[src/rtl/core/fwsc_pkg.sv]
// Shared constants, tables and types of the four-wheel steering command block.
package fwsc_pkg;

  localparam int unsigned CORDIC_STAGES_DEF = 16;
  localparam int unsigned VELOCITY_BITS_DEF = 16;

  localparam int unsigned GUARD_BITS = 8;
  localparam int unsigned Z_W        = 26;
  localparam int unsigned STEER_W    = 15;
  localparam int unsigned WHEEL_W    = 18;
  localparam int unsigned GAIN_W     = 16;
  localparam int unsigned TANK_W     = 14;
  localparam int unsigned INVK_W     = 30;
  localparam int unsigned OUT_TDATA_W = 136;

  localparam int unsigned CFG_IDX_W  = 2;
  localparam int unsigned CFG_DATA_W = 16;

  localparam logic [CFG_IDX_W-1:0] REG_ROTATION_GAIN    = 2'd0;
  localparam logic [CFG_IDX_W-1:0] REG_TANK_STEER_ANGLE = 2'd1;

  localparam logic [GAIN_W-1:0] ROTATION_GAIN_RST    = 16'd11314;
  localparam logic [TANK_W-1:0] TANK_STEER_ANGLE_RST = 14'd6434;

  localparam logic signed [STEER_W-1:0] ANGLE_MAX = 15'sd12868;
  localparam logic signed [WHEEL_W-1:0] WHEEL_MAX = 18'sd131071;

  // 1/K in Q.30 before the stage dependent correction
  localparam longint unsigned INVK_BASE = 64'd652032874;
  localparam longint unsigned INVK_CORR = 64'd434688583;

  // atan(2^-i) in Q.24
  localparam logic [23:0] ATAN_Q24 [24] = '{
    24'd13176795, 24'd7778716, 24'd4110060, 24'd2086331,
    24'd1047214,  24'd524117,  24'd262123,  24'd131069,
    24'd65536,    24'd32768,   24'd16384,   24'd8192,
    24'd4096,     24'd2048,    24'd1024,    24'd512,
    24'd256,      24'd128,     24'd64,      24'd32,
    24'd16,       24'd8,       24'd4,       24'd2
  };

  // Per-command flags that ride along with the CORDIC data
  typedef struct packed {
    logic                        rot;
    logic                        x_neg;
    logic                        x_zero;
    logic                        y_pos;
    logic                        vec_zero;
    logic signed [WHEEL_W-1:0]   spd_rot;
  } side_t;

endpackage

[src/rtl/core/fwsc_front.sv]
// Input stage: operand conditioning for the CORDIC and the turn rate product.
module fwsc_front #(
  parameter int unsigned VELOCITY_BITS = fwsc_pkg::VELOCITY_BITS_DEF,
  parameter int unsigned DATA_W        = VELOCITY_BITS + fwsc_pkg::GUARD_BITS + 3
) (
  input  logic                                 clk_i,
  input  logic                                 rst_ni,
  input  logic                                 valid_i,
  output logic                                 ready_o,
  input  logic signed [VELOCITY_BITS-1:0]      vel_forward_i,
  input  logic signed [VELOCITY_BITS-1:0]      vel_side_i,
  input  logic signed [VELOCITY_BITS-1:0]      turn_rate_i,
  input  logic [fwsc_pkg::GAIN_W-1:0]          gain_i,
  output logic                                 valid_o,
  input  logic                                 ready_i,
  output logic signed [DATA_W-1:0]             cx_o,
  output logic signed [DATA_W-1:0]             cy_o,
  output fwsc_pkg::side_t                      side_o
);

  localparam int unsigned PROD_W = VELOCITY_BITS + fwsc_pkg::GAIN_W + 1;

  logic                      v_q, v_d;
  logic                      load;
  logic signed [DATA_W-1:0]  xe, ye, cx_d, cy_d, cx_q, cy_q;
  logic signed [PROD_W-1:0]  prod_d, prod_q, rnd_sum, rnd_shr;
  logic                      rot_d, rot_q, xneg_d, xneg_q, xzero_d, xzero_q;
  logic                      ypos_d, ypos_q, vzero_d, vzero_q;
  logic signed [fwsc_pkg::WHEEL_W-1:0] spd;

  assign ready_o = ~v_q | ready_i;
  assign load    = valid_i & ready_o;
  assign v_d     = ready_o ? valid_i : v_q;

  always_comb begin
    xe      = DATA_W'(vel_forward_i);
    ye      = DATA_W'(vel_side_i);
    xneg_d  = vel_forward_i[VELOCITY_BITS-1];
    cx_d    = (xneg_d ? -xe : xe) <<< fwsc_pkg::GUARD_BITS;
    cy_d    = (xneg_d ? -ye : ye) <<< fwsc_pkg::GUARD_BITS;
    xzero_d = (vel_forward_i == '0);
    ypos_d  = ~vel_side_i[VELOCITY_BITS-1] & (vel_side_i != '0);
    vzero_d = xzero_d & (vel_side_i == '0);
    rot_d   = (turn_rate_i != '0);
    prod_d  = PROD_W'(turn_rate_i) * PROD_W'($signed({1'b0, gain_i}));
  end

  always_ff @(posedge clk_i or negedge rst_ni) begin
    if (!rst_ni) begin
      v_q <= 1'b0;
    end else begin
      v_q <= v_d;
    end
  end

  always_ff @(posedge clk_i) begin
    if (load) begin
      cx_q    <= cx_d;
      cy_q    <= cy_d;
      prod_q  <= prod_d;
      rot_q   <= rot_d;
      xneg_q  <= xneg_d;
      xzero_q <= xzero_d;
      ypos_q  <= ypos_d;
      vzero_q <= vzero_d;
    end
  end

  // round Q.22 to Q.10, then saturate
  always_comb begin
    rnd_sum = prod_q + PROD_W'(2048);
    rnd_shr = rnd_sum >>> 12;
    if (rnd_shr > PROD_W'(fwsc_pkg::WHEEL_MAX)) begin
      spd = fwsc_pkg::WHEEL_MAX;
    end else if (rnd_shr < -PROD_W'(fwsc_pkg::WHEEL_MAX)) begin
      spd = -fwsc_pkg::WHEEL_MAX;
    end else begin
      spd = rnd_shr[fwsc_pkg::WHEEL_W-1:0];
    end
  end

  assign valid_o         = v_q;
  assign cx_o            = cx_q;
  assign cy_o            = cy_q;
  assign side_o.rot      = rot_q;
  assign side_o.x_neg    = xneg_q;
  assign side_o.x_zero   = xzero_q;
  assign side_o.y_pos    = ypos_q;
  assign side_o.vec_zero = vzero_q;
  assign side_o.spd_rot  = spd;

endmodule

[config.mk]
export PLATFORM = sky130hd
export DESIGN_NAME = fwsc_front
export DESIGN_NICKNAME = d
export VERILOG_FILES = /design/src/rtl/core/fwsc_pkg.sv /design/src/rtl/core/fwsc_front.sv
export SDC_FILE = /design/constraint.sdc
export NUM_CORES = 1
export LEC_CHECK = 0
export ABC_CLOCK_PERIOD_IN_PS = 2800
export BUFFER_PORTS_ARGS = -buffer_cell sky130_fd_sc_hd__buf_2
export CAP_MARGIN = 20
export CORE_MARGIN = 5
export CORE_UTILIZATION = 32
export CTS_CLUSTER_SIZE = 16
export DETAILED_ROUTE_END_ITERATION = 7
export PLACE_DENSITY = 0.48
export SLEW_MARGIN = 25
export SYNTH_ARGS = -nofsm -noshare
export SYNTH_HDL_FRONTEND = slang
export SYNTH_SLANG_ARGS = --single-unit
[constraint.sdc]
create_clock -name clk_i -period 2.8 [get_ports clk_i]
set_clock_uncertainty 0.15 [all_clocks]
set_input_delay 0.28 -clock clk_i [delete_from_list [all_inputs] [get_ports clk_i]]
set_output_delay 0.28 -clock clk_i [all_outputs]
set_load 0.05 [all_outputs]
# Word level (Yosys, flattened, before mapping)
# Index checks and enable logic that the tools add are counted.
# totals
regBits	77
input_bits	68
out_inout_bits	79
elab_cells	30
# op_classes
n_addsub	3
mul	1
magnitude_cmp	2
n_mux	4
bitwise	6
n_reduce_logical	4
# ops
op	count
$neg A16 Y19	2
$mux W18	2
$add A33 B13 Y33 const B	1
$mul A16 B17 Y33	1
$logic_not A16 Y1	2
$reduce_bool A16 Y1	2
$gt A21 B18 Y1 const B	1
$lt A21 B18 Y1 const B	1
$mux W19	1
$mux W15	1
$and A1 B1 Y1	3
$not A1 Y1	2
$or A1 B1 Y1	1

# Depth between registers and ports, before layout
# logic_depth
word_depth	4
depth_mapped	23
ltp_nobuf	21

# Least setup slack after synthesis
# Ideal clock, no wire load.
# synth_path
kind	input port to flip-flop
startpoint	input port turn_rate_i[9]
endpoint	register prod_q[29] (data pin)
setup_time_ns	0.261
t_arrival_ns	5.784
t_required_ns	2.389
slack_ns	-3.395
path_stages	22
path_buffers	2
cell_sequence	clkbuf_1 -> clkbuf_1 -> nand2_1 -> fa_1 -> inv_1 -> fa_1 -> inv_1 -> fa_1 -> inv_1 -> fa_1 -> fa_1 -> inv_1 -> fa_1 -> inv_1 -> ha_1 -> a21oi_1 -> o21ai_0 -> a211oi_1 -> o2bb2ai_1 -> o41ai_2 -> nor4_1 -> a311o_1
# synth_via
elab_chain_len	1
# synth_rtl
element	line_no	text
start, declared	fwsc_front.sv:12	input logic signed [VELOCITY_BITS-1:0] turn_rate_i,
$mul A16 B17 Y33	fwsc_front.sv:45	prod_d = PROD_W'(turn_rate_i) * PROD_W'($signed({1'b0, gain_i}));
named net prod_d[29]	fwsc_front.sv:26	logic signed [PROD_W-1:0] prod_d, prod_q, rnd_sum, rnd_shr;
end signal, assigned	fwsc_front.sv:60	prod_q <= prod_d;
end, declared	fwsc_front.sv:26	
# The timed path passes the listed nets, and every way through them passes these cells.
# A chain may end at the register's enable or synchronous reset.

# Worst setup path after layout
# layout_path
startpoint	input port turn_rate_i[5]
endpoint	register prod_q[29] (data pin)
# Same word-level chain as after synthesis.

==> impl_metrics.env <==
export IMPL_status="finished, violations left"
export IMPL_violations="setup timing"
export IMPL_ant_nets=0
export IMPL_cts_buffer_depth=2
export IMPL_synthArstFlopShare=0.0152
export IMPL_layout_worst_path_cycle_share=1.89
export IMPL_drive_gt1_frac=0.332
export IMPL_grt_pass1_vias=10167
export IMPL_wire_per_inst_um=15.0
export IMPL_timing_hold_ws_ns=0.0226
export IMPL_avgSynthCellArea_um2=9.40
export IMPL_cts_sinks=66
export IMPL_cp_end_kind="flop"
export IMPL_layout_nets=1994
export IMPL_grt_pass1_wl_um=52500
export IMPL_clock_latency_ns=0.33
export IMPL_drv_slew=0
export IMPL_hold_viol=0
export IMPL_worstMarginPinSlew_ns=0.641
export IMPL_max_freq_ghz=0.189
export IMPL_syn_area_um2=12200
export IMPL_root_buffer="clkbuf_16"
export IMPL_core_region_area_um2=37700
export IMPL_yosysUniqueCellTypes=62
export IMPL_start_kind="primary input"
export IMPL_postSynthRegisterBits=66
export IMPL_overflow=0
export IMPL_maxCapViolations=0
export IMPL_critPathMaxFanout=5
export IMPL_route_vias_total=9584
export IMPL_crit_type="primary input to flop"
export IMPL_clk_pin_slew_ns=0.06
export IMPL_setup_viol=39
export IMPL_numPortBuffers=130
export IMPL_cts_tree="done"
export IMPL_first_pass_iters=5
export IMPL_start_util=0.325
export IMPL_met1_usage=0.224
export IMPL_setup_tns_ns=-52.59
export IMPL_grt_total_usage=0.153
export IMPL_use_met2=0.256
export IMPL_htreeDepth=3
export IMPL_yosysSeqAreaShare=0.162
export IMPL_syn_to_final_growth_pct=36.3
export IMPL_relSlewSlack=0.569
export IMPL_place_gp_congestion=0.827
export IMPL_hold_path_class="primary input to flop"
export IMPL_dp_hpwl_um=27600
export IMPL_cts_buffers=9
export IMPL_place_area_um2=15000
export IMPL_die_area_um2=42200
export IMPL_grt_max_degree=66
export IMPL_crit_arrival_ns=5.22
export IMPL_first_iter_violations=352
export IMPL_via_per_inst=4.51
export IMPL_rsz0062_at_grt="yes"
export IMPL_drt_wl_total_um=31800
export IMPL_antenna_found_initial=1
export IMPL_fp_dieW_um=206
export IMPL_post_route_min_period_ns=5.30
export IMPL_drc=0
export IMPL_ys_warn_count=0
export IMPL_global_route_usage_met3=0.0102
export IMPL_row_count=71
export IMPL_antennaDiodeCount=0
export IMPL_io_pins=147
export IMPL_final_area_um2=16700
export IMPL_grt_busiest_layer="met2"
export IMPL_die_h_um=206
export IMPL_synth_cells=1302
export IMPL_synth_edff_count=65
export IMPL_finalWorstSetupSlack_ns=-2.50
export IMPL_crit_required_ns=2.72
export IMPL_synthFlopType="edfxtp_1"
metal layers:
metal / vias up / wire, µm
met3: 26 / 773
li1: 4707 / -
met5: - / 0
met1: 4724 / 15200
met4: 0 / 334
met2: 127 / 15500
metrics by stage:
step,setup WS (ns),util,cells
3_3_place_gp,-3.11,0.398,2073
2_1_floorplan,-2.69,-,1320
6_report,-2.50,0.443,2126
4_1_cts,-2.58,0.430,2109
3_5_place_dp,-3.11,0.398,2073
5_1_grt,-2.67,0.443,2126
cell families (layout without fill, tap and decap cells):
kind of cell	count (synthesis)	after routing	share of synthesized area
flops	66	66	0.162
other cells	1	19	0.000307
fa+ha+maj	316	316	0.442
xor+xnor	70	70	0.0507
mux	1	1	0.000920
buf+inv	316	611	0.106
simple gates	394	394	0.165
compound gates	138	138	0.0738
final timing paths:
| check | start | to | cells after the start | slack [ns] |
|---|---|---|---|---|
| setup / recovery | turn_rate_i[5] | prod_q[29] | 21 | -2.50 |
| hold reg to reg | valid_o | valid_o | 2 | 0.38 |
| hold / removal | vel_side_i[0] | cy_o[8] | 1 | 0.02 |
| max in group asynchronous | rst_ni | valid_o | 2 | 2.31 |
| setup reg to reg | valid_o | prod_q[18] | 3 | 1.31 |
| min in group asynchronous | rst_ni | valid_o | 2 | 0.11 |
area by class of cell:
cell class	count	area, µm²
clock buffers	9	225
flip-flops and latches	66	1980
inverters	246	928
well taps	511	639
fillers	3695	21000
repair buffers	349	2900
multi-input cells	938	9930
clock inverters	7	76.3
synthesized netlist by cell type, drive strengths merged (7+ instances only):
library cell / count / area (µm²)
ha: 123 / 1540
and2: 101 / 632
inv: 245 / 920
nor4: 11 / 98.8
nand2b: 16 / 100
o21ai: 53 / 303
nor2: 28 / 105
xor2: 23 / 201
xnor2: 47 / 419
a21o: 7 / 52.6
nor3: 8 / 40.0
nand3: 16 / 92.6
clkbuf: 44 / 165
nand4: 12 / 90.1
a21oi: 30 / 150
edfxtp: 65 / 1950
buf: 26 / 204
fa: 193 / 3860
nand2: 176 / 668
timing repair:
item,CTS,global route
gates resized for setup,204,62
cloned,0,1
setup endpoints to repair,39,39
hold buffers,2,1
endpoints found under the hold margin,2,1
pin swaps,72,51
buffers inserted,20,15
registers in the layout, indices dropped and copies added (netlist names):
register,count
prod_q,22
rot_q,1
cy_o,19
vzero_q,1
xneg_q,1
xzero_q,1
cx_o,19
ypos_q,1
valid_o,1
worst max-delay path, cell delays in order:
cell       delay (ns)
buf_12           0.11
buf_4            0.13
and2_4           0.13
fa_1             0.50
inv_1            0.06
fa_1             0.53
inv_1            0.05
fa_1             0.49
fa_1             0.45
fa_1             0.49
inv_1            0.05
fa_1             0.55
inv_2            0.05
ha_4             0.26
and3_4           0.19
nand2_2          0.06
a21oi_2          0.12
o2bb2ai_2        0.09
o41ai_4          0.25
nor4_1           0.09
a311o_1          0.29
cells in the final DEF (no fill, tap or decap), drive strengths merged, types with 8 or more instances in the layout:
cell    netlist  final
inv         245    248
nand2b       16     16
o21ai        53     53
clkbuf       44     12
nand4        12     12
nor3          8      8
conb          1     19
nand2       176    176
xor2         23     23
nor2         28     28
ha          123    123
edfxtp       65     65
buf          26    343
fa          193    193
and2        101    101
nor4         11     11
xnor2        47     47
a21oi        30     30
nand3        16     16
Power is not shown: default switching activity piles up to over one toggle a cycle in this logic, so the estimate is an artifact.
