===== src/rtl/core/fwsc_pkg.sv =====
// Shared constants, tables and types of the four-wheel steering command block.
package fwsc_pkg;

  localparam int unsigned CORDIC_STAGES_DEF = 16;
  localparam int unsigned VELOCITY_BITS_DEF = 16;

  localparam int unsigned GUARD_BITS = 8;
  localparam int unsigned Z_W        = 26;
  localparam int unsigned STEER_W    = 15;
  localparam int unsigned WHEEL_W    = 18;
  localparam int unsigned GAIN_W     = 16;
  localparam int unsigned TANK_W     = 14;
  localparam int unsigned INVK_W     = 30;
  localparam int unsigned OUT_TDATA_W = 136;

  localparam int unsigned CFG_IDX_W  = 2;
  localparam int unsigned CFG_DATA_W = 16;

  localparam logic [CFG_IDX_W-1:0] REG_ROTATION_GAIN    = 2'd0;
  localparam logic [CFG_IDX_W-1:0] REG_TANK_STEER_ANGLE = 2'd1;

  localparam logic [GAIN_W-1:0] ROTATION_GAIN_RST    = 16'd11314;
  localparam logic [TANK_W-1:0] TANK_STEER_ANGLE_RST = 14'd6434;

  localparam logic signed [STEER_W-1:0] ANGLE_MAX = 15'sd12868;
  localparam logic signed [WHEEL_W-1:0] WHEEL_MAX = 18'sd131071;

  // 1/K in Q.30 before the stage dependent correction
  localparam longint unsigned INVK_BASE = 64'd652032874;
  localparam longint unsigned INVK_CORR = 64'd434688583;

  // atan(2^-i) in Q.24
  localparam logic [23:0] ATAN_Q24 [24] = '{
    24'd13176795, 24'd7778716, 24'd4110060, 24'd2086331,
    24'd1047214,  24'd524117,  24'd262123,  24'd131069,
    24'd65536,    24'd32768,   24'd16384,   24'd8192,
    24'd4096,     24'd2048,    24'd1024,    24'd512,
    24'd256,      24'd128,     24'd64,      24'd32,
    24'd16,       24'd8,       24'd4,       24'd2
  };

  // Per-command flags that ride along with the CORDIC data
  typedef struct packed {
    logic                        rot;
    logic                        x_neg;
    logic                        x_zero;
    logic                        y_pos;
    logic                        vec_zero;
    logic signed [WHEEL_W-1:0]   spd_rot;
  } side_t;

endpackage


===== src/rtl/core/fwsc_back.sv =====
// Output stages: gain correction, angle rounding, mode select and result register.
module fwsc_back #(
  parameter int unsigned DATA_W        = 27,
  parameter int unsigned CORDIC_STAGES = fwsc_pkg::CORDIC_STAGES_DEF
) (
  input  logic                                  clk_i,
  input  logic                                  rst_ni,
  input  logic                                  valid_i,
  output logic                                  ready_o,
  input  logic signed [DATA_W-1:0]              cx_i,
  input  logic signed [fwsc_pkg::Z_W-1:0]       z_i,
  input  fwsc_pkg::side_t                       side_i,
  input  logic [fwsc_pkg::TANK_W-1:0]           tank_i,
  output logic                                  valid_o,
  input  logic                                  ready_i,
  output logic [fwsc_pkg::OUT_TDATA_W-1:0]      tdata_o,
  output logic                                  tuser_o
);

  localparam int unsigned SHR    = 30 + fwsc_pkg::GUARD_BITS;
  localparam int unsigned MPROD_W = DATA_W - 1 + fwsc_pkg::INVK_W;
  localparam logic [fwsc_pkg::INVK_W-1:0] INVK = fwsc_pkg::INVK_W'(
    fwsc_pkg::INVK_BASE + (fwsc_pkg::INVK_CORR >> (2 * CORDIC_STAGES)));
  localparam int unsigned ZS_W = fwsc_pkg::Z_W + 1;

  logic                                 v1_q, v1_d, v2_q, v2_d, rdy2, load1, load2;
  logic [DATA_W-2:0]                    cx_pos;
  logic [MPROD_W-1:0]                   mprod_d, mprod_q;
  logic signed [ZS_W-1:0]               zs, zsh;
  logic signed [fwsc_pkg::STEER_W-1:0]  ang_d, ang_q, ang_c;
  fwsc_pkg::side_t                      side_q;
  logic [MPROD_W:0]                     msum;
  logic [31:0]                          mag32;
  logic signed [fwsc_pkg::WHEEL_W-1:0]  mag, spd_tr, spd_l, spd_r;
  logic signed [fwsc_pkg::STEER_W-1:0]  tank_a, s_lf, s_lr;
  logic [fwsc_pkg::OUT_TDATA_W-1:0]     tdata_d, tdata_q;
  logic                                 tuser_q;

  assign rdy2    = ~v2_q | ready_i;
  assign ready_o = ~v1_q | rdy2;
  assign load1   = valid_i & ready_o;
  assign load2   = v1_q & rdy2;
  assign v1_d    = ready_o ? valid_i : v1_q;
  assign v2_d    = rdy2 ? v1_q : v2_q;

  // stage 1: magnitude scaling by 1/K, angle rounding to Q2.13
  always_comb begin
    cx_pos  = cx_i[DATA_W-1] ? '0 : cx_i[DATA_W-2:0];
    mprod_d = MPROD_W'(cx_pos) * MPROD_W'(INVK);
    zs      = ZS_W'(z_i) + ZS_W'(1024);
    zsh     = zs >>> 11;
    if (zsh > ZS_W'(fwsc_pkg::ANGLE_MAX)) begin
      ang_c = fwsc_pkg::ANGLE_MAX;
    end else if (zsh < -ZS_W'(fwsc_pkg::ANGLE_MAX)) begin
      ang_c = -fwsc_pkg::ANGLE_MAX;
    end else begin
      ang_c = zsh[fwsc_pkg::STEER_W-1:0];
    end
    priority if (side_i.vec_zero) begin
      ang_d = '0;
    end else if (side_i.x_zero) begin
      ang_d = side_i.y_pos ? fwsc_pkg::ANGLE_MAX : -fwsc_pkg::ANGLE_MAX;
    end else begin
      ang_d = ang_c;
    end
  end

  // stage 2: round magnitude, pick the mode, pack the result
  always_comb begin
    msum  = {1'b0, mprod_q} + ((MPROD_W + 1)'(1) << (SHR - 1));
    mag32 = 32'(msum[MPROD_W:SHR]);
    mag   = (mag32 > 32'(fwsc_pkg::WHEEL_MAX)) ? fwsc_pkg::WHEEL_MAX
                                               : $signed(mag32[fwsc_pkg::WHEEL_W-1:0]);
    if (side_q.vec_zero) begin
      spd_tr = '0;
    end else begin
      spd_tr = side_q.x_neg ? -mag : mag;
    end
    tank_a = (tank_i > fwsc_pkg::TANK_W'(fwsc_pkg::ANGLE_MAX)) ? fwsc_pkg::ANGLE_MAX
                                                               : $signed({1'b0, tank_i});
    if (side_q.rot) begin
      s_lf  = -tank_a;
      s_lr  = tank_a;
      spd_r = side_q.spd_rot;
      spd_l = -side_q.spd_rot;
    end else begin
      s_lf  = ang_q;
      s_lr  = ang_q;
      spd_r = spd_tr;
      spd_l = spd_tr;
    end
    // left front, left rear, right rear, right front steer; lf, lr, rf, rr wheels
    tdata_d = {4'b0000, spd_r, spd_r, spd_l, spd_l, s_lr, s_lf, s_lr, s_lf};
  end

  always_ff @(posedge clk_i or negedge rst_ni) begin
    if (!rst_ni) begin
      v1_q <= 1'b0;
      v2_q <= 1'b0;
    end else begin
      v1_q <= v1_d;
      v2_q <= v2_d;
    end
  end

  always_ff @(posedge clk_i) begin
    if (load1) begin
      mprod_q <= mprod_d;
      ang_q   <= ang_d;
      side_q  <= side_i;
    end
    if (load2) begin
      tdata_q <= tdata_d;
      tuser_q <= side_q.rot;
    end
  end

  assign valid_o = v2_q;
  assign tdata_o = tdata_q;
  assign tuser_o = tuser_q;

endmodule


===== config.mk =====
export PLATFORM = sky130hd
export DESIGN_NAME = fwsc_back
export DESIGN_NICKNAME = d
export VERILOG_FILES = /design/src/rtl/core/fwsc_pkg.sv /design/src/rtl/core/fwsc_back.sv
export SDC_FILE = /design/constraint.sdc
export NUM_CORES = 1
export LEC_CHECK = 0
export BUFFER_PORTS_ARGS = -buffer_cell sky130_fd_sc_hd__buf_4
export CAP_MARGIN = 20
export CORE_MARGIN = 1.5
export CORE_UTILIZATION = 55
export CTS_CLUSTER_DIAMETER = 30
export CTS_CLUSTER_SIZE = 16
export DETAILED_ROUTE_END_ITERATION = 16
export PLACE_DENSITY = 0.84
export REMOVE_ABC_BUFFERS = 1
export SETUP_SLACK_MARGIN = 0.4
export SYNTH_ARGS = -nofsm -noshare
export SYNTH_HDL_FRONTEND = slang
export SYNTH_SLANG_ARGS = --single-unit

===== constraint.sdc =====
create_clock -name clk_i -period 3.45 [get_ports clk_i]
set_input_delay 0.69 -clock clk_i [delete_from_list [all_inputs] [get_ports clk_i]]
set_output_delay 0.69 -clock clk_i [all_outputs]
set_load 0.005 [all_outputs]

Yosys cells after proc, flatten, opt, wreduce, memory -nomap -nowiden
Cells that the tools add are included.

storage, ports and cells
  register bits after elaboration = 226
  output and inout port bits = 139
  logic and storage cells = 39

operators by class
  add/sub/neg operators = 5
  multipliers = 1
  magnitude comparators = 4
  multiplexer cells = 13
  bitwise logic cells = 6

operators by type and width
  operator                                                                         number
  15-bit 2-to-1 mux                                                                6
  18-bit 2-to-1 mux                                                                5
  56-bit by 38-bit adder with 57-bit output (second input constant)                1
  26-bit by 29-bit multiplier with 55-bit output (second input constant)           1
  18-bit negation                                                                  2
  26-bit by 12-bit adder with 27-bit output (second input constant)                1
  26-bit 2-to-1 mux                                                                1
  19-bit by 17-bit > comparator with 1-bit output (second input constant)          1
  16-bit by 15-bit > comparator with 1-bit output (second input constant)          1
  16-bit by 15-bit less-than comparator with 1-bit output (second input constant)  1
  14-bit negation with 15-bit output                                               1
  14-bit > comparator (second input constant)                                      1
  14-bit 2-to-1 mux                                                                1
  1-bit bitwise AND                                                                2
  1-bit NOT                                                                        2
  1-bit OR                                                                         2

Logic depth before layout (Yosys ltp)
  word-level depth = 7
  depth in mapped cells = 26
  mapped depth without buffers = 25

Worst setup path before layout
OpenSTA, ideal clock, no wires.

  path type = input to register
  from = in cx_i[26]
  to = reg mprod_q[43] (data pin)
  data arrival time = 7.318 ns
  slack = -4.129 ns
  cell stages on the path = 23
  cell sequence = clkbuf_1 clkbuf_1 nor2b_1 ha_1 inv_1 fa_1 fa_1 inv_1 fa_1 fa_1 fa_1 inv_1 fa_1 inv_1 ha_1 nand4_1 or3_1 nor4bb_1 o31ai_1 a21boi_0 o21a_1 nor4_1 a311o_1

between the ends
  longest elaborated chain between the ends = 2

ends and longest elaborated chain
  element                                         RTL line          source
  start, declared                                 fwsc_back.sv:10   input logic signed [DATA_W-1:0] cx_i,
  26-bit 2-to-1 mux                               fwsc_back.sv:48   cx_pos = cx_i[DATA_W-1] ? '0 : cx_i[DATA_W-2:0];
  26-bit by 29-bit multiplier with 55-bit output  fwsc_back.sv:49   mprod_d = MPROD_W'(cx_pos) * MPROD_W'(INVK);
  named net mprod_d[43]                           fwsc_back.sv:28   logic [MPROD_W-1:0] mprod_d, mprod_q;
  end signal, assigned                            fwsc_back.sv:108  mprod_q <= mprod_d;
  end, declared                                   fwsc_back.sv:28

The timed path passes the listed nets, and every way through them passes these cells.
A chain may end at the register's enable or synchronous reset.

Worst setup path in the final report
  from = in cx_i[26]
  to = reg mprod_q[51] (data pin)

The elaborated chain is that of the path after synthesis.

==> results.sh <==
export IMPL_slowest_stage="fa_1"
export IMPL_path_clk_slew_ns=0.06
export IMPL_syn_area_per_cell_um2=9.76
export IMPL_overflow=0
export IMPL_ant_nets=0
export IMPL_antenna_found_initial=1
export IMPL_grt_pass1_wl_mm=95.5
export IMPL_final_cells=3054
export IMPL_hold_viol_final=0
export IMPL_vias_per_cell=5.45
export IMPL_ctsHoldBuffers=0
export IMPL_drtIter0Drc=1138
export IMPL_yosys_top_cells_area="fa_1, edfxtp_1, ha_1, inv_1, buf_4"
export IMPL_clockRootBuffer="clkbuf_16"
export IMPL_final_nets=3233
export IMPL_die_area_um2=38200
export IMPL_drc=0
export IMPL_ioPinCount=233
export IMPL_drt_pass1_iterations=5
export IMPL_ys_ff_latch=122
export IMPL_vias=16600
export IMPL_dp_hpwl_mm=53.1
export IMPL_grt_total_usage_pct=32.9
export IMPL_final_max_slew_viol_count=0
export IMPL_hold_path_class="input pin to async pin"
export IMPL_end_kind="flip-flop"
export IMPL_cts_tree="done"
export IMPL_rows=70
export IMPL_fill_cells=2641
export IMPL_place_area_um2=24300
export IMPL_required_ns=3.71
export IMPL_rsz0062_at_grt="yes"
export IMPL_routedWlPerCell_um=20.7
export IMPL_numCtsBuffers=17
export IMPL_dp_slack_ns=-4.16
export IMPL_critPathArrivalTime_ns=7.07
export IMPL_cp_num_buf_inv=8
export IMPL_cts_buffer_depth=2
export IMPL_stdcell_area_um2=26400
export IMPL_gp_congestion=0.992
export IMPL_finalWirelength_mm=63.1
export IMPL_ys_seq_area_share_pct=17.9
export IMPL_core_um2=36500
export IMPL_postSynthCellCount=2086
export IMPL_cts_sinks=122
export IMPL_setup_viol=19
export IMPL_critPathTopFamily="adder cells"
export IMPL_area_growth_pct=29.7
export IMPL_finalCritPeriodShare_pct=197
export IMPL_relSlewSlack_pct=45.3
export IMPL_crit_fanout=5
export IMPL_synth_cell_types=72
export IMPL_timing_final_ws_setup_ns=-3.36
export IMPL_cp_start_kind="input pin"
export IMPL_ys_async_sr_fraction_pct=1.64
export IMPL_critPathKind="input pin to flip-flop"
export IMPL_period_minus_slack_ns=6.81
export IMPL_yosys_area_top_type_share_pct=30.6
export IMPL_fin_skew_ns=0.00905
export IMPL_critPathMaxStageDelay_ns=0.55
export IMPL_start_util_pct=55.7
export IMPL_syn_area_um2=20400
export IMPL_grt_max_degree=66
export IMPL_fmax_ghz=0.147
export IMPL_ys_flop_type="edfxtp_1"
export IMPL_max_slew_worst_pin_slew_ns=0.811
export IMPL_die_h_um=195
export IMPL_cts_htree_levels=4
export IMPL_synthMostInstantiatedCell="inv_1"
export IMPL_insertion_delay_ns=0.42
export IMPL_violations="setup timing"
export IMPL_drive_gt1_share_pct=32.4
export IMPL_synth_edf_count=120
export IMPL_placed_cells=2983
export IMPL_die_x_um=195
export IMPL_status="complete, but fails checks"
export IMPL_portBuffers=218
export IMPL_synthTopCellsByCount="inv_1, fa_1, ha_1"
export IMPL_grt_pass1_vias=17300
export IMPL_synth_top_area_cell="fa_1"
export IMPL_ys_warn_count=0
export IMPL_drv_cap=0
through the flow:
stage,setup TNS [ns],hold slack [ns],util [%]
2_1_floorplan,-67.69,0.394,-
3_3_place_gp,-72.70,0.462,66.6
3_5_place_dp,-75.45,0.475,66.6
4_1_cts,-58.89,0.0268,71.0
5_1_grt,-65.19,0.0297,72.3
6_report,-60.64,0.0415,72.3
cells in the final DEF, fill, tap and decap left out, types with 6 or more instances in the layout:
master,instances
a211oi_1,12
a21o_1,20
a21oi_1,47
a21oi_2,7
a31oi_1,12
and2_1,6
and3_1,8
buf_4,549
buf_6,20
clkbuf_16,18
edfxtp_1,120
fa_1,284
fa_2,27
ha_1,221
ha_4,30
inv_1,471
inv_2,51
nand2_1,108
nand2b_1,27
nand2b_4,8
nand3_1,33
nand4_1,12
nor2_1,55
nor2b_1,19
nor2b_4,11
nor3_1,25
nor3b_1,6
nor4_1,13
o211ai_1,7
o21ai_0,59
o21ai_1,12
o22ai_1,9
o31ai_1,6
or2_2,11
or3_1,6
xnor2_1,59
xor2_1,25
worst paths after layout:
| check | start | endpoint | slack, ns | depth (start not counted) |
|---|---|---|---|---|
| min in group clk_i | side_i[10] | side_q[10] | 0.45 | 1 |
| setup / recovery | cx_i[26] | mprod_q[51] | -3.36 | 26 |
| max in group asynchronous | rst_ni | valid_o | 3.32 | 1 |
| setup reg to reg | mprod_q[45] | tdata_o[128] | 0.33 | 14 |
| hold reg to reg | v1_q | valid_o | 0.50 | 1 |
| hold / removal | rst_ni | v1_q | 0.04 | 1 |
area by class of cell:
type,count,area (um2),area share [%]
diodes,1,2.50,0.00948
clock buffers,17,425,1.61
clock inverters,15,216,0.820
inverters,525,1980,7.50
multi-input cells,1331,15000,57.0
flip-flops and latches,122,3650,13.8
well taps,468,586,2.22
repair buffers,575,4490,17.0
sequential cells by signal, indices dropped and copies added, names as in the netlist:
register / cells
tdata_o: 64
side_q: 21
mprod_q: 19
ang_q: 15
tuser_o: 1
v1_q: 1
valid_o: 1
kinds of logic after synthesis:
group                    count (synthesis)  share of synthesized area (%)
buffers and inverters                  636                           13.1
other                                    1                         0.0184
AND/OR/NAND/NOR                        403                           10.3
flip-flops                             122                           17.9
AO/OA/AOI/OAI                          266                           8.39
XOR/XNOR                                85                           3.66
adder cells (fa/ha/maj)                567                           46.3
multiplexers                             6                          0.320
timing repair:
item / CTS / global route
endpoints found under the hold margin: 0 / 0
setup endpoints to repair: 37 / 47
resized for setup: 197 / 80
gates cloned: 2 / 1
setup buffers: 21 / 14
pin swaps: 129 / 74
per-layer routing:
metal / GRT usage (%) / up-vias / routed length, um
met3: 3.73 / 159 / 3460
met4: 10.3 / 2 / 2370
met2: 59.7 / 682 / 31900
met1: 41.2 / 8177 / 25300
met5: 0 / - / 5
li1: - / 7619 / -
Power is not shown: default switching activity piles up to over one toggle a cycle in this logic, so the estimate is an artifact.
