**config.mk**
```make
export PLATFORM = sky130hd
export DESIGN_NAME = fwsc_cell
export DESIGN_NICKNAME = d
export VERILOG_FILES = /design/src/rtl/core/fwsc_pkg.sv /design/src/rtl/core/fwsc_cell.sv
export SDC_FILE = /design/constraint.sdc
export NUM_CORES = 1
export LEC_CHECK = 0
export BUFFER_PORTS_ARGS = -buffer_cell sky130_fd_sc_hd__buf_2
export CAP_MARGIN = 20
export CORE_MARGIN = 3
export CORE_UTILIZATION = 55
export DETAILED_ROUTE_END_ITERATION = 8
export GPL_ROUTABILITY_DRIVEN = 0
export GPL_TIMING_DRIVEN = 0
export HOLD_SLACK_MARGIN = 0.06
export PLACE_DENSITY = 0.89
export SLEW_MARGIN = 25
export SYNTH_ARGS = -nofsm -noshare
export SYNTH_HDL_FRONTEND = slang
export SYNTH_SLANG_ARGS = --single-unit
```
**constraint.sdc**
```tcl
create_clock -name clk_i -period 4.5 [get_ports clk_i]
set_input_delay 0.225 -clock clk_i [delete_from_list [all_inputs] [get_ports clk_i]]
set_output_delay 0.225 -clock clk_i [all_outputs]
set_load 0.03 [all_outputs]
```
**src/rtl/core/fwsc_pkg.sv**
```systemverilog
// Shared constants, tables and types of the four-wheel steering command block.
package fwsc_pkg;

  localparam int unsigned CORDIC_STAGES_DEF = 16;
  localparam int unsigned VELOCITY_BITS_DEF = 16;

  localparam int unsigned GUARD_BITS = 8;
  localparam int unsigned Z_W        = 26;
  localparam int unsigned STEER_W    = 15;
  localparam int unsigned WHEEL_W    = 18;
  localparam int unsigned GAIN_W     = 16;
  localparam int unsigned TANK_W     = 14;
  localparam int unsigned INVK_W     = 30;
  localparam int unsigned OUT_TDATA_W = 136;

  localparam int unsigned CFG_IDX_W  = 2;
  localparam int unsigned CFG_DATA_W = 16;

  localparam logic [CFG_IDX_W-1:0] REG_ROTATION_GAIN    = 2'd0;
  localparam logic [CFG_IDX_W-1:0] REG_TANK_STEER_ANGLE = 2'd1;

  localparam logic [GAIN_W-1:0] ROTATION_GAIN_RST    = 16'd11314;
  localparam logic [TANK_W-1:0] TANK_STEER_ANGLE_RST = 14'd6434;

  localparam logic signed [STEER_W-1:0] ANGLE_MAX = 15'sd12868;
  localparam logic signed [WHEEL_W-1:0] WHEEL_MAX = 18'sd131071;

  // 1/K in Q.30 before the stage dependent correction
  localparam longint unsigned INVK_BASE = 64'd652032874;
  localparam longint unsigned INVK_CORR = 64'd434688583;

  // atan(2^-i) in Q.24
  localparam logic [23:0] ATAN_Q24 [24] = '{
    24'd13176795, 24'd7778716, 24'd4110060, 24'd2086331,
    24'd1047214,  24'd524117,  24'd262123,  24'd131069,
    24'd65536,    24'd32768,   24'd16384,   24'd8192,
    24'd4096,     24'd2048,    24'd1024,    24'd512,
    24'd256,      24'd128,     24'd64,      24'd32,
    24'd16,       24'd8,       24'd4,       24'd2
  };

  // Per-command flags that ride along with the CORDIC data
  typedef struct packed {
    logic                        rot;
    logic                        x_neg;
    logic                        x_zero;
    logic                        y_pos;
    logic                        vec_zero;
    logic signed [WHEEL_W-1:0]   spd_rot;
  } side_t;

endpackage

```
**src/rtl/core/fwsc_cell.sv**
```systemverilog
// One CORDIC vectoring iteration with its own pipeline register.
module fwsc_cell #(
  parameter int unsigned DATA_W = 27,
  parameter int unsigned STAGE  = 0
) (
  input  logic                               clk_i,
  input  logic                               rst_ni,
  input  logic                               valid_i,
  output logic                               ready_o,
  input  logic signed [DATA_W-1:0]           cx_i,
  input  logic signed [DATA_W-1:0]           cy_i,
  input  logic signed [fwsc_pkg::Z_W-1:0]    z_i,
  input  fwsc_pkg::side_t                    side_i,
  output logic                               valid_o,
  input  logic                               ready_i,
  output logic signed [DATA_W-1:0]           cx_o,
  output logic signed [DATA_W-1:0]           cy_o,
  output logic signed [fwsc_pkg::Z_W-1:0]    z_o,
  output fwsc_pkg::side_t                    side_o
);

  localparam logic signed [fwsc_pkg::Z_W-1:0] ATAN_I =
    $signed({2'b00, fwsc_pkg::ATAN_Q24[STAGE]});

  logic                              v_q, v_d, load;
  logic signed [DATA_W-1:0]          dx, dy, cx_d, cy_d, cx_q, cy_q;
  logic signed [fwsc_pkg::Z_W-1:0]   z_d, z_q;
  fwsc_pkg::side_t                   side_q;

  assign ready_o = ~v_q | ready_i;
  assign load    = valid_i & ready_o;
  assign v_d     = ready_o ? valid_i : v_q;

  // rotate toward y = 0; y >= 0 takes the negative direction
  always_comb begin
    dx = cy_i >>> STAGE;
    dy = cx_i >>> STAGE;
    if (!cy_i[DATA_W-1]) begin
      cx_d = cx_i + dx;
      cy_d = cy_i - dy;
      z_d  = z_i + ATAN_I;
    end else begin
      cx_d = cx_i - dx;
      cy_d = cy_i + dy;
      z_d  = z_i - ATAN_I;
    end
  end

  always_ff @(posedge clk_i or negedge rst_ni) begin
    if (!rst_ni) begin
      v_q <= 1'b0;
    end else begin
      v_q <= v_d;
    end
  end

  always_ff @(posedge clk_i) begin
    if (load) begin
      cx_q   <= cx_d;
      cy_q   <= cy_d;
      z_q    <= z_d;
      side_q <= side_i;
    end
  end

  assign valid_o = v_q;
  assign cx_o    = cx_q;
  assign cy_o    = cy_q;
  assign z_o     = z_q;
  assign side_o  = side_q;

endmodule

```
* After elaboration in Yosys (flattened, before gate mapping)
Cells that the tools add are included.
Cells by class: $add $sub $neg 5, mux-type cells 3, bitwise gates (word level) 3
Operators with widths (number):
- 27-bit 2-to-1 mux | 2
- 27-bit subtractor | 2
- 27-bit adder | 1
- 26-bit by 25-bit adder with 26-bit output, second input constant | 1
- 26-bit 2-to-1 mux | 1
- 26-bit by 25-bit subtractor with 26-bit output, second input constant | 1
- 1-bit bitwise AND | 1
- 1-bit inverter | 1
- 1-bit OR | 1
Word-level totals: flip-flop bits (word level) 104, input bits 107, output and inout port bits 105, logic and storage cells 21

* Depth between registers and ports, before layout
Gate-level depths: netlist of the first run.
depth in word-level cells 3, depth in mapped cells 12, gate-level depth less buffers 10

* Worst setup path after synthesis of the first run
OpenSTA, ideal clock, no wires.
path kind reg-to-reg, start point reg v_q, in the netlist valid_o, end point reg cx_q[10], in the netlist cx_o[10], enable pin, setup time 0.472 ns, arrival 3.236 ns, data required time 4.028 ns, path slack 0.792 ns, cell stages (with the launch flop) 3, buffers on the path 0, period minus slack after synthesis 3.708 ns, path through dfrtp_1 nand2b_1 and2_1
On the way: word-level cells in the longest chain between the ends 3
RTL lines:
- from (decl) | RTL line fwsc_cell.sv:25 | logic v_q, v_d, load;
- from (signal assigned) | RTL line fwsc_cell.sv:53 | v_q <= v_d;
- 1-bit inverter | RTL line fwsc_cell.sv:30 | assign ready_o = ~v_q | ready_i;
- 1-bit OR | RTL line fwsc_cell.sv:30
- net ready_o | RTL line fwsc_cell.sv:9 | output logic ready_o,
- 1-bit bitwise AND | RTL line fwsc_cell.sv:31 | assign load = valid_i & ready_o;
- net load | RTL line fwsc_cell.sv:25
- to (signal assigned) | RTL line fwsc_cell.sv:59 | cx_q <= cx_d;
- to (decl) | RTL line fwsc_cell.sv:26 | logic signed [DATA_W-1:0] dx, dy, cx_d, cy_d, cx_q, cy_q;
The timed path passes the listed nets, and every way through them passes these cells. A chain may end at the register's enable or synchronous reset.

* Worst setup path after layout of the first run
start point in cy_i[26], end point reg z_q, in the netlist z_o[21], data pin
On the way: word-level cells in the longest chain between the ends 1
RTL lines:
- from (decl) | RTL line fwsc_cell.sv:11 | input logic signed [DATA_W-1:0] cy_i,
- 26-bit 2-to-1 mux | RTL line fwsc_cell.sv:38 | if (!cy_i[DATA_W-1]) begin
- net z_d, one bit | RTL line fwsc_cell.sv:27 | logic signed [fwsc_pkg::Z_W-1:0] z_d, z_q;
- to (signal assigned) | RTL line fwsc_cell.sv:61 | z_q <= z_d;
- to (decl) | RTL line fwsc_cell.sv:27
The timed path passes the listed nets, and every way through them passes these cells.

==> impl_results.md, run 1 <==
- Outcome: finished, final reports clean
- TNS Setup: 0 ns
- Worst-path clk slew: 0.07 ns
- Setup Buffers After CTS: 0
- Largest net degree at the start of global routing: 60
- IO Count: 212
- Die Ht: 133 um
- Type of the worst setup path: input port to flop
- Simple-gate share of the synthesized area: 13.3%
- Layout cells sized above 1: 21.7%
- R2R Path Start: valid_o
- Initial antenna violation count: 1
- Endpoint, Worst Hold: side_o[7]
- Final HPWL DP: 20500 um
- Worst EP required: 4.58 ns
- Reg-to-reg slack, setup: 2.72 ns
- RSZ-0062 raised after global routing: no
- Layout area overhead: 21.6%
- IO Port Bufs: 211
- Worst Tran Pin Value: 0.724 ns
- Vias per cell: 6.17
- Post-Synth XOR/XNOR Area: 7.20%
- # fillers: 1187
- Minimum clock period: 3.87 ns
- Synth Area in Adders: 15.3%
- DRT iter0 DRCs: 1267
- First-pass GRT wire length: 40900 um
- Antenna Nets Post-Route: 0
- RR Endpoint: z_o[24]
- DRC: 0
- Gr ovfl total: 0
- Placed Cells: 1395
- Total wire length: 26900 um
- FF+latch count, synth: 103
- CTS tree: yes
- Synth cell count leaders: 110 x a21oi_1, 102 x edfxtp_1, 102 x ha_1, 81 x inv_1, 77 x nor2_1
- Syn Std Cell Area: 8880 um2
- Cell count after synthesis: 972
- Final core utilization: 69.7%
- Top FF cell, synth: edfxtp_1
- Power per cell area: 313 nW/um2
- Row cnt: 45
- Count of cell types in the netlist: 69
- GR Util All Layers: 28.5%
- Die W: 133 um
- Yosys warns: 0
- Most area-hungry cell type in the Yosys netlist: edfxtp_1
- Synthesized area per cell: 9.13 um2
- Non-filler instance count after layout: 1435
- Fmax: 0.259 GHz
- Vias in the first global route: 8078
- Layout net count: 1431
- Max clock buf depth: 2
- Rel. slew slack: 51.2%
- Max H-tree Level: 3
- Post-synth EDFFs: 102
- Most common cell in the netlist: a21oi_1
- Hold_ws: 0.0845 ns
- Net Count, Synth: 1185
- Tcrit/Tclk final: 85.9%
- Leakage power: 4.90 nW
- Crit path arrival time: 3.94 ns
- Worst Hold Depth: 1
- R2R depth: 3
- HP Class: input port to flop
- Worst setup SP type: input port
- Post-synth ARST share: 0.971%
- Final hold vios: 0
- Worst Skew: 0.0185 ns
- TritonRoute pass-1 iters: 7
- Max-capacitance violation count: 0
- Initial Util: 57.3%
- Final slew viol count: 0
- DR vias: 8851
- Compound-Gate Fraction of Synth Area: 23.7%
- Largest family of logic cells by synthesized area: compound AO/OA/AOI/OAI gates
- Clk root buf: clkbuf_16
- Final setup fails: 0
- Proportion of synthesized area in mux cells: 0.338%
- HP Start: side_i[7]
- Num CTS Buffers: 9
- Sequential-to-total area share from yosys stat: 34.8%
- CP endpoint kind: flop
- Core area: 15500 um2
- Maximum vdd drop: 208 uV
- Clock sink count: 103
- Yosys top cell area share: 34.5%
- Drt wl/cell: 18.8 um
- Clk_lat worst skew: 0.35 ns
- Crit-path max FO: 22
- Die Area: 17700 um2
- Synth area leaders: edfxtp_1 35%, ha_1 14%, a21oi_1 6.2%, xnor2_1 5.6%, inv_1 3.4%
- Total Power: 3.38 mW
-- layer usage --
| layer | vias up | global-route usage [%] | part of all wire (%) |
|---|---|---|---|
| met5 | - | 0 | 0 |
| met4 | 0 | 11.3 | 4.7 |
| met3 | 128 | 3.88 | 13 |
| met2 | 765 | 46.8 | 46 |
| met1 | 3932 | 38.1 | 37 |
| li1 | 4026 | - | - |
-- stage by stage --
stage          setup WS, ns  area, um2
2_1_floorplan         0.792       8880
3_3_place_gp        -0.0407      10200
3_5_place_dp          0.488      10200
4_1_cts               0.844      10800
5_1_grt               0.546      10800
6_report              0.634      10800
-- cell families after synthesis --
| logic type | Yosys count |
|---|---|
| multiplexers | 3 |
| XOR/XNOR | 73 |
| adder cells (fa/ha/maj) | 106 |
| flip-flops | 103 |
| AND/OR/NAND/NOR | 245 |
| buffers and inverters | 119 |
| AO/OA/AOI/OAI | 323 |
-- how the worst max path moves through the flow --
| stage | slack, ns | start | to | cells past startpoint |
|---|---|---|---|---|
| final | 0.63 | cy_i[26] | z_o[21] | 12 |
| after global routing | 0.55 | cy_i[26] | z_o[21] | 12 |
| after global placement | -0.04 | cy_i[26] | z_o[21] | 12 |
| after floorplan | 0.79 | valid_o | cx_o[10] | 2 |
| after CTS | 0.84 | cy_i[26] | z_o[21] | 12 |
| after detailed placement | 0.49 | cy_i[26] | z_o[21] | 12 |
-- area by class of cell --
| type | instances | area (um2) | share of cell area, % |
|---|---|---|---|
| diodes | 1 | 2.50 | 0.0232 |
| plain buffers | 37 | 168 | 1.55 |
| clock buffers | 9 | 225 | 2.09 |
| clock inverters | 7 | 111 | 1.03 |
| inverters | 82 | 308 | 2.85 |
| multi-input cells | 750 | 5320 | 49.2 |
| flip-flops and latches | 103 | 3090 | 28.6 |
| well taps | 211 | 264 | 2.44 |
| repair buffers | 235 | 1310 | 12.2 |
-- cells in the final DEF, fill, tap and decap left out, types with 13 or more instances in the layout --
master,netlist,routed
a21o_1,33,33
a21oi_1,110,110
buf_2,16,228
clkbuf_1,14,14
dlygate4sd3_1,0,23
edfxtp_1,102,102
ha_1,102,102
inv_1,81,81
nand2_1,65,65
nand2b_1,20,20
nand3_1,15,15
nor2_1,77,77
o21a_1,13,13
o21ai_0,59,59
o21bai_1,14,14
xnor2_1,57,57
xor2_1,16,16
-- flip-flops by register name, indices dropped and copies added (netlist names) --
register  flops
cy_o         27
side_o       23
z_o          26
cx_o         26
valid_o       1
-- where the power goes --
group | internal (mW) | switching [mW] | leakage (nW)
registers | 1.20 | 0.0262 | 0.982
logic | 0.440 | 0.842 | 3.76
clock network | 0.501 | 0.366 | 0.164
-- what timing repair did --
action | in CTS | in global routing
gates resized for setup | 0 | 0
hold buffers | 19 | 4
hold endpoints to repair | 19 | 4
-- worst max-delay path: stages --
cell      delay [ns]
buf_2           0.22
inv_1           0.26
clkbuf_1        0.47
buf_2           0.59
ha_1            0.41
a21o_1          0.24
a221oi_1        0.31
nor2b_1         0.10
a211o_1         0.33
a31oi_1         0.40
o21ai_0         0.17
xor2_1          0.17
Power figures use the tool's default switching activity.
==> run 2: changes to the inputs <==
--- a/config.mk
+++ b/config.mk
@@ -7,7 +7,7 @@
 export LEC_CHECK = 0
 export BUFFER_PORTS_ARGS = -buffer_cell sky130_fd_sc_hd__buf_2
 export CAP_MARGIN = 20
-export CORE_MARGIN = 3
+export CORE_MARGIN = 2
 export CORE_UTILIZATION = 55
 export DETAILED_ROUTE_END_ITERATION = 8
 export GPL_ROUTABILITY_DRIVEN = 0
==> run 2 against run 1 <==
Net effect: sequential cell count is the same; largest power group unchanged; die area shrank 3.0%; highest routed layer unchanged; worst hold slack worse by 0.0079 ns; critical path depth did not move; cell count grew 0.28%; maximum frequency rose by 3.7%; register-to-register slack gained 0.06 ns; clock power fell by 14%; global-route usage up 1.7 points.
==> impl_results.md, run 2 (synthesis gave the netlist of run 1 again) <==
- Layout net count: 1431
- Antenna Nets Post-Route: 0
- Row cnt: 46
- Gr ovfl total: 0
- Commonest cells after routing, fill and taps aside: 228 x buf_2, 110 x a21oi_1, 102 x ha_1, 102 x edfxtp_1, 81 x inv_1
- IO Count: 212
- Clock power share: 23.0%
- Reg-to-reg slack, setup: 2.78 ns
- # fillers: 1230
- Final setup fails: 0
- DR vias: 8842
- Worst EP required: 4.59 ns
- Outcome: finished, final reports clean
- DRC: 0
- Net Switching: 1.21 mW
- Sw Share: 37.2%
- Worst Tran Pin Value: 0.829 ns
- Type of the worst setup path: input port to flop
- CP Buf/Inv Count: 4
- Largest net degree at the start of global routing: 60
- Max-capacitance violation count: 0
- Delay-heaviest family, CP: buffers and inverters
- Max clock buf depth: 2
- Initial Util: 56.1%
- Layout area overhead: 21.2%
- HP Class: input port to flop
- Rel. slew slack: 44.2%
- GR Util All Layers: 30.1%
- Die Ht: 131 um
- Worst-path clk slew: 0.07 ns
- Crit-path max FO: 22
- CTS tree: yes
- Die Area: 17200 um2
- Tcrit/Tclk final: 82.8%
- Worst-path cell chain: buf_2 > inv_1 > clkbuf_1 > buf_2 > ha_1 > a21o_1 > a221oi_1 > nor2b_1 > a211o_1 > a31oi_1 > o21ai_0 > xor2_1
- Max H-tree Level: 3
- Initial antenna violation count: 0
- Maximum vdd drop: 189 uV
- DRT iter0 DRCs: 1386
- Fmax: 0.268 GHz
- RSZ-0062 raised after global routing: no
- Minimum clock period: 3.73 ns
- Vias in the first global route: 8014
- Power per cell area: 303 nW/um2
- Num CTS Buffers: 9
- Post-cts resize count: 0
- Final slew viol count: 0
- TNS Setup: 0 ns
- Total wire length: 26300 um
- Clk root buf: clkbuf_16
- First-pass GRT wire length: 40400 um
- Worst setup SP type: input port
- Drt wl/cell: 18.3 um
- Comb power frac: 39.4%
- IO Port Bufs: 211
- TritonRoute pass-1 iters: 8
- Hold_ws: 0.0766 ns
- Layout cells sized above 1: 21.6%
- Most common cell after layout, fill and taps aside: buf_2
- Die W: 131 um
- Max FFs per register: 27
- Worst Skew: 0.00862 ns
- Most used cell, CP: buf_2
- Final HPWL DP: 20200 um
- CP endpoint kind: flop
- Int Pwr: 2.04 mW
- Final hold vios: 0
- Core area: 15800 um2
- Final antenna diode count: 0
- Crit path arrival time: 3.81 ns
- Clk_lat worst skew: 0.34 ns
- Vias per cell: 6.14
- Leakage power: 4.88 nW
- Largest stage delay, worst path: 0.60 ns
- Clock sink count: 103
- Critical path's slowest cell: buf_2
- Sequential Power Share: 37.6%
-- run 2: cell count changes in the layout (fill, tap and decap cells not counted) --
cell / delta
clkbuf_1: +1
diode_2: -1
inv_8: +2
clkbuf_8: +1
clkinv_4: +2
inv_6: -3
clkinv_8: -1
bufinv_16: -2
-- run 2: power groups by stage --
stage	logic [mW]	registers, mW	clock network, mW
6_report	1.28	1.22	0.747
5_1_grt	1.37	1.23	0.800
4_1_cts	1.24	1.22	0.761
2_1_floorplan	0.667	1.44	0
3_3_place_gp	1.18	1.25	0
3_5_place_dp	1.22	1.24	0
-- run 2: stage by stage --
stage	util, %	power, mW	setup slack, ns	instance area [um2]	std cells
2_1_floorplan	-	2.11	0.792	8880	972
3_3_place_gp	64.5	2.43	0.0343	10200	1399
3_5_place_dp	64.7	2.46	0.493	10200	1400
4_1_cts	67.8	3.22	0.855	10700	1436
5_1_grt	68.0	3.41	0.664	10800	1439
6_report	68.0	3.25	0.772	10800	1439
-- run 2: layer usage --
layer  global-route usage (%)  up-vias  share of wire [%]
li1                         -     4022                  -
met1                     39.0     3924                 36
met2                     49.8      752                 46
met3                     6.15      144                 13
met4                     11.7        0                4.4
met5                        0        -                  0
-- run 2: repair_timing --
action                                 in CTS  in global routing
endpoints found under the hold margin      20                  3
buffers inserted                            0                  0
hold buffers                               20                  3
-- run 2: final timing paths --
check,startpoint,end,depth (start not counted)
min,side_i[19],side_o[19],1
max reg2reg,valid_o,cx_o[19],3
min reg2reg,valid_o,valid_o,2
max in group asynchronous,rst_ni,valid_o,2
max,cy_i[26],z_o[21],12
min in group asynchronous,rst_ni,valid_o,2
-- run 2: area by class of cell --
cell class	count	area, um2	area share (%)
Clock buffer	11	243	2.26
Tap cell	216	270	2.51
Timing Repair Buffer	235	1310	12.2
Clock inverter	5	48.8	0.454
Buffer	37	168	1.56
Inverter	82	308	2.86
Sequential cell	103	3090	28.7
Multi-Input combinational cell	750	5320	49.4
